File: src/hdl/ffba_pkg.sv
// shared constants, codes and types of the first-fit block allocator
package ffba_pkg;

  localparam int MAX_BLOCKS      = 4;
  localparam int BLOCK_MAX_BYTES = 1024;
  localparam int HEADER_BYTES    = 16;

  localparam int ADDR_W = 12;
  localparam int REQ_W  = 10;
  localparam int SIZE_W = 10;
  localparam int CFG_W  = 11;
  localparam int SLOT_W = $clog2(MAX_BLOCKS);
  localparam int CNT_W  = $clog2(MAX_BLOCKS + 1);
  localparam int OFF_W  = $clog2(BLOCK_MAX_BYTES);
  localparam int SPAN_W = $clog2(BLOCK_MAX_BYTES + 1);

  localparam logic [CFG_W-1:0] BLOCK_BYTES_RST = CFG_W'(64);

  localparam logic [1:0] ST_OK       = 2'd0;
  localparam logic [1:0] ST_NO_MEM   = 2'd1;
  localparam logic [1:0] ST_DBL_FREE = 2'd2;
  localparam logic [1:0] ST_BAD_ADDR = 2'd3;

  localparam logic REQ_ALLOC   = 1'b0;
  localparam logic REQ_RELEASE = 1'b1;

  typedef struct packed {
    logic [ADDR_W-1:0] data_address;
    logic [1:0]        status;
    logic              made_new_block;
  } ffba_result_t;

endpackage

File: src/hdl/ffba_out_reg.sv
// result holding register between the sequencer and the result channel
module ffba_out_reg import ffba_pkg::*; (
  input  logic              clk,
  input  logic              rst_n,
  input  logic              load,
  input  ffba_result_t      res,
  output logic              free,
  output logic              out_valid,
  input  logic              out_stall,
  output logic [ADDR_W-1:0] out_data_address,
  output logic [1:0]        out_status,
  output logic              out_made_new_block
);

  logic         valid_r;
  ffba_result_t res_r;

  // slot is free when empty or being taken this cycle
  assign free = !valid_r || !out_stall;

  always_ff @(posedge clk) begin
    if (!rst_n) begin
      valid_r <= 1'b0;
    end else if (load) begin
      valid_r <= 1'b1;
    end else if (!out_stall) begin
      valid_r <= 1'b0;
    end
  end

  always_ff @(posedge clk) begin
    if (load) begin
      res_r <= res;
    end
  end

  assign out_valid          = valid_r;
  assign out_data_address   = res_r.data_address;
  assign out_status         = res_r.status;
  assign out_made_new_block = res_r.made_new_block;

endmodule

File: config.mk
export PLATFORM = sky130hd
export DESIGN_NAME = ffba_out_reg
export DESIGN_NICKNAME = d
export VERILOG_FILES = /design/src/hdl/ffba_pkg.sv /design/src/hdl/ffba_out_reg.sv
export SDC_FILE = /design/constraint.sdc
export NUM_CORES = 1
export LEC_CHECK = 0
export BUFFER_PORTS_ARGS = -buffer_cell sky130_fd_sc_hd__buf_2
export CORE_MARGIN = 10
export CORE_UTILIZATION = 36
export CTS_CLUSTER_DIAMETER = 200
export DETAILED_ROUTE_END_ITERATION = 6
export PLACE_DENSITY = 0.73
export SLEW_MARGIN = 20
export SYNTH_ARGS = -nofsm -noshare
export SYNTH_HDL_FRONTEND = slang
export SYNTH_SLANG_ARGS = --single-unit
export TNS_END_PERCENT = 1
File: constraint.sdc
create_clock -name clk -period 0.8 [get_ports clk]
set_input_delay 0.08 -clock clk [delete_from_list [all_inputs] [get_ports clk]]
set_output_delay 0.08 -clock clk [all_outputs]
set_load 0.01 [all_outputs]
==> flow_summary.ini <==
[setup_path]
critPathSlowestCell = edfxtp_1
r2r-start = out_valid
cp.arrival_ns = 0.79
critical-path-top-delay-family = flip-flops
setup.worst_path.end_class = output pin
cp-start-kind = flip-flop
critPathRequiredTime_ns = 0.72
cp-startpoint = out_data_address[8]
critical_path_depth = 1
worst-r2r-setup-slack_ns = 0.20
path_buf_inv = 1
crit_end = out_data_address[8]
crit_chain = buf_2
critPathKind = reg2out
r2r-end = out_valid
worstPathMaxFanout = 1
slowest_delay_ns = 0.37
rr_worst_depth = 2

[die]
num_io_pins = 36
core_sq_um = 1280
start_util = 0.378
dieArea_sq_um = 3220
die_w_um = 56.7
die-height_um = 56.7
rows = 13

[pwr]
p_leak_nw = 0.379
power.density_nw_per_um2 = 1890
irDropWorstVdd_mv = 1.17
power.total_mw = 1.63

[drt]
ant_nets = 0
num_vias = 365
wl_um = 1190
wl_per_cell_um = 13.5
viasPerCell = 4.15
drc = 0
dr.pass1.iters = 2
dr.first_iter.drc_count = 4

[sta]
drv_slew = 0
worstMarginPinSlew_ns = 0.339
hold_viol = 0
fmax_mhz = 1150
setup_violations = 17
slew_headroom = 0.774
final.setup_skew_ns = 0
fin_crit_sh = 1.08
finalSetupTns_ns = -0.899
post-route-min-period_ns = 0.867
setup_slack_ns = -0.0675
whs_ns = 0.0212
rsz0062_at_grt = true

[clock_tree]
h-tree-depth = 1
cts_tree = yes
cts_made_buffers = 3
cts_root_buf = clkbuf_4
clockBufferDepth = 2
clk_latency_ns = 0.27
cts_setup_buffers = 0
cts_sinks = 16
clk_pin_slew_worst_paths_ns = 0.08

[synthesis]
yosys.area.top_type = edfxtp_1
synth_top_area_frac = 0.928
netlist_instances = 19
syn_avg_cell_area_sq_um = 25.6
ys_types = 5
synthAdderAreaFrac = 0
synth-seq-cells = 16
ys_top_cells_by_area = edfxtp_1, dfxtp_1, nor2b_1
synth_top_family_by_area = simple AND/OR/NAND/NOR gates
syn-num-nets = 38
syn_area_sq_um = 485
yosys_warnings = 0
synthXorXnorAreaFrac = 0
seq_area_frac_synth = 0.969
synthSimpleGateAreaFrac = 0.0206
synth_compound_area_frac = 0.0103
synth.area.mux_share = 0

[global_route]
first_global_vias = 373
grt_overflow = 0
grt_use_total = 0.0701
grt_max_degree = 17
antenna_found_initial = 0
grt_pass1_wl_um = 1770

[outcome]
status = complete, but fails checks
violations = negative setup slack

[placement]
placed_cell_area_sq_um = 679
hpwl_um = 894
port_buffers = 35
gp_congestion = 0.646

[layout]
drive_gt1_frac = 0.534
syn_to_final_growth_pct = 77.8
fin_nets = 93
n_antenna_cell = 0
nFillCells = 96
final_util = 0.672
final_cell_area_sq_um = 863

[flow_run]
max-cap-violations = 0

[hold_path]
hold_path_class = in2reg
-- flip-flops by register name (all words and copies together), names as in the netlist --
signal	flops
out_made_new_block	1
out_valid	1
out_status	2
out_data_address	12
-- cell families (layout without fill, tap and decap cells) --
group,after synthesis,in the layout
compound gates,1,1
buf+inv,0,54
flops,16,16
simple gates,2,2
-- how the worst min path moves through the flow --
stage | slack (ns) | from | end | cells past startpoint
after floorplan | 0.18 | res[3] | out_data_address[0] | 0
after global placement | 0.26 | res[12] | out_data_address[9] | 1
after detailed placement | 0.26 | res[8] | out_data_address[5] | 1
after CTS | 0.009 | rst_n | out_valid | 2
after global routing | 0.05 | rst_n | out_valid | 2
final | 0.02 | rst_n | out_valid | 2
-- report_power, final --
part	switching, mW	leakage, nW	internal, mW
registers	0.0140	0.155	0.986
logic	0.0966	0.208	0.126
clock network	0.213	0.0150	0.193
total	0.324	0.379	1.30
-- area by class of cell --
| cell class | count | area, sq um | share of cell area |
|---|---|---|---|
| multi-input combinational | 3 | 15.0 | 0.0174 |
| tap | 15 | 18.8 | 0.0217 |
| clock buffer | 4 | 26.3 | 0.0304 |
| timing repair buffer | 50 | 332 | 0.384 |
| sequential | 16 | 472 | 0.546 |
-- stage by stage --
| stage | instances | worst slack, ns |
|---|---|---|
| 3_5_place_dp | 69 | 0.0648 |
| 2_1_floorplan | 19 | 0.191 |
| 5_1_grt | 88 | -0.114 |
| 6_report | 88 | -0.0675 |
| 4_1_cts | 88 | -0.0938 |
| 3_3_place_gp | 69 | 0.0856 |
-- cell usage in the layout, fill, tap and decap left out --
cell type / instances
dfxtp_2: 1
nor2b_1: 1
clkbuf_4: 3
nand2_1: 1
buf_2: 34
edfxtp_1: 15
a21oi_1: 1
clkbuf_1: 1
buf_6: 1
dlygate4sd3_1: 15
-- metal layers --
layer  vias to the layer above  GRT usage  routed length (um)
li1                        183          -                   -
met1                       164     0.0667                 436
met4                         0     0.0206                   0
met3                         0     0.0449                 112
met5                         -          0                   0
met2                        18      0.121                 643
-- cell usage after synthesis --
| master | n |
|---|---|
| nand2_1 | 1 |
| nor2b_1 | 1 |
| a21oi_1 | 1 |
| dfxtp_1 | 1 |
| edfxtp_1 | 15 |
-- timing repair --
item / in CTS / in global routing
resized for setup: 1 / 1
hold endpoints to repair: 15 / 0
hold buffers: 15 / 0
setup endpoints to repair: 17 / 17
Power figures use the tool's default switching activity.
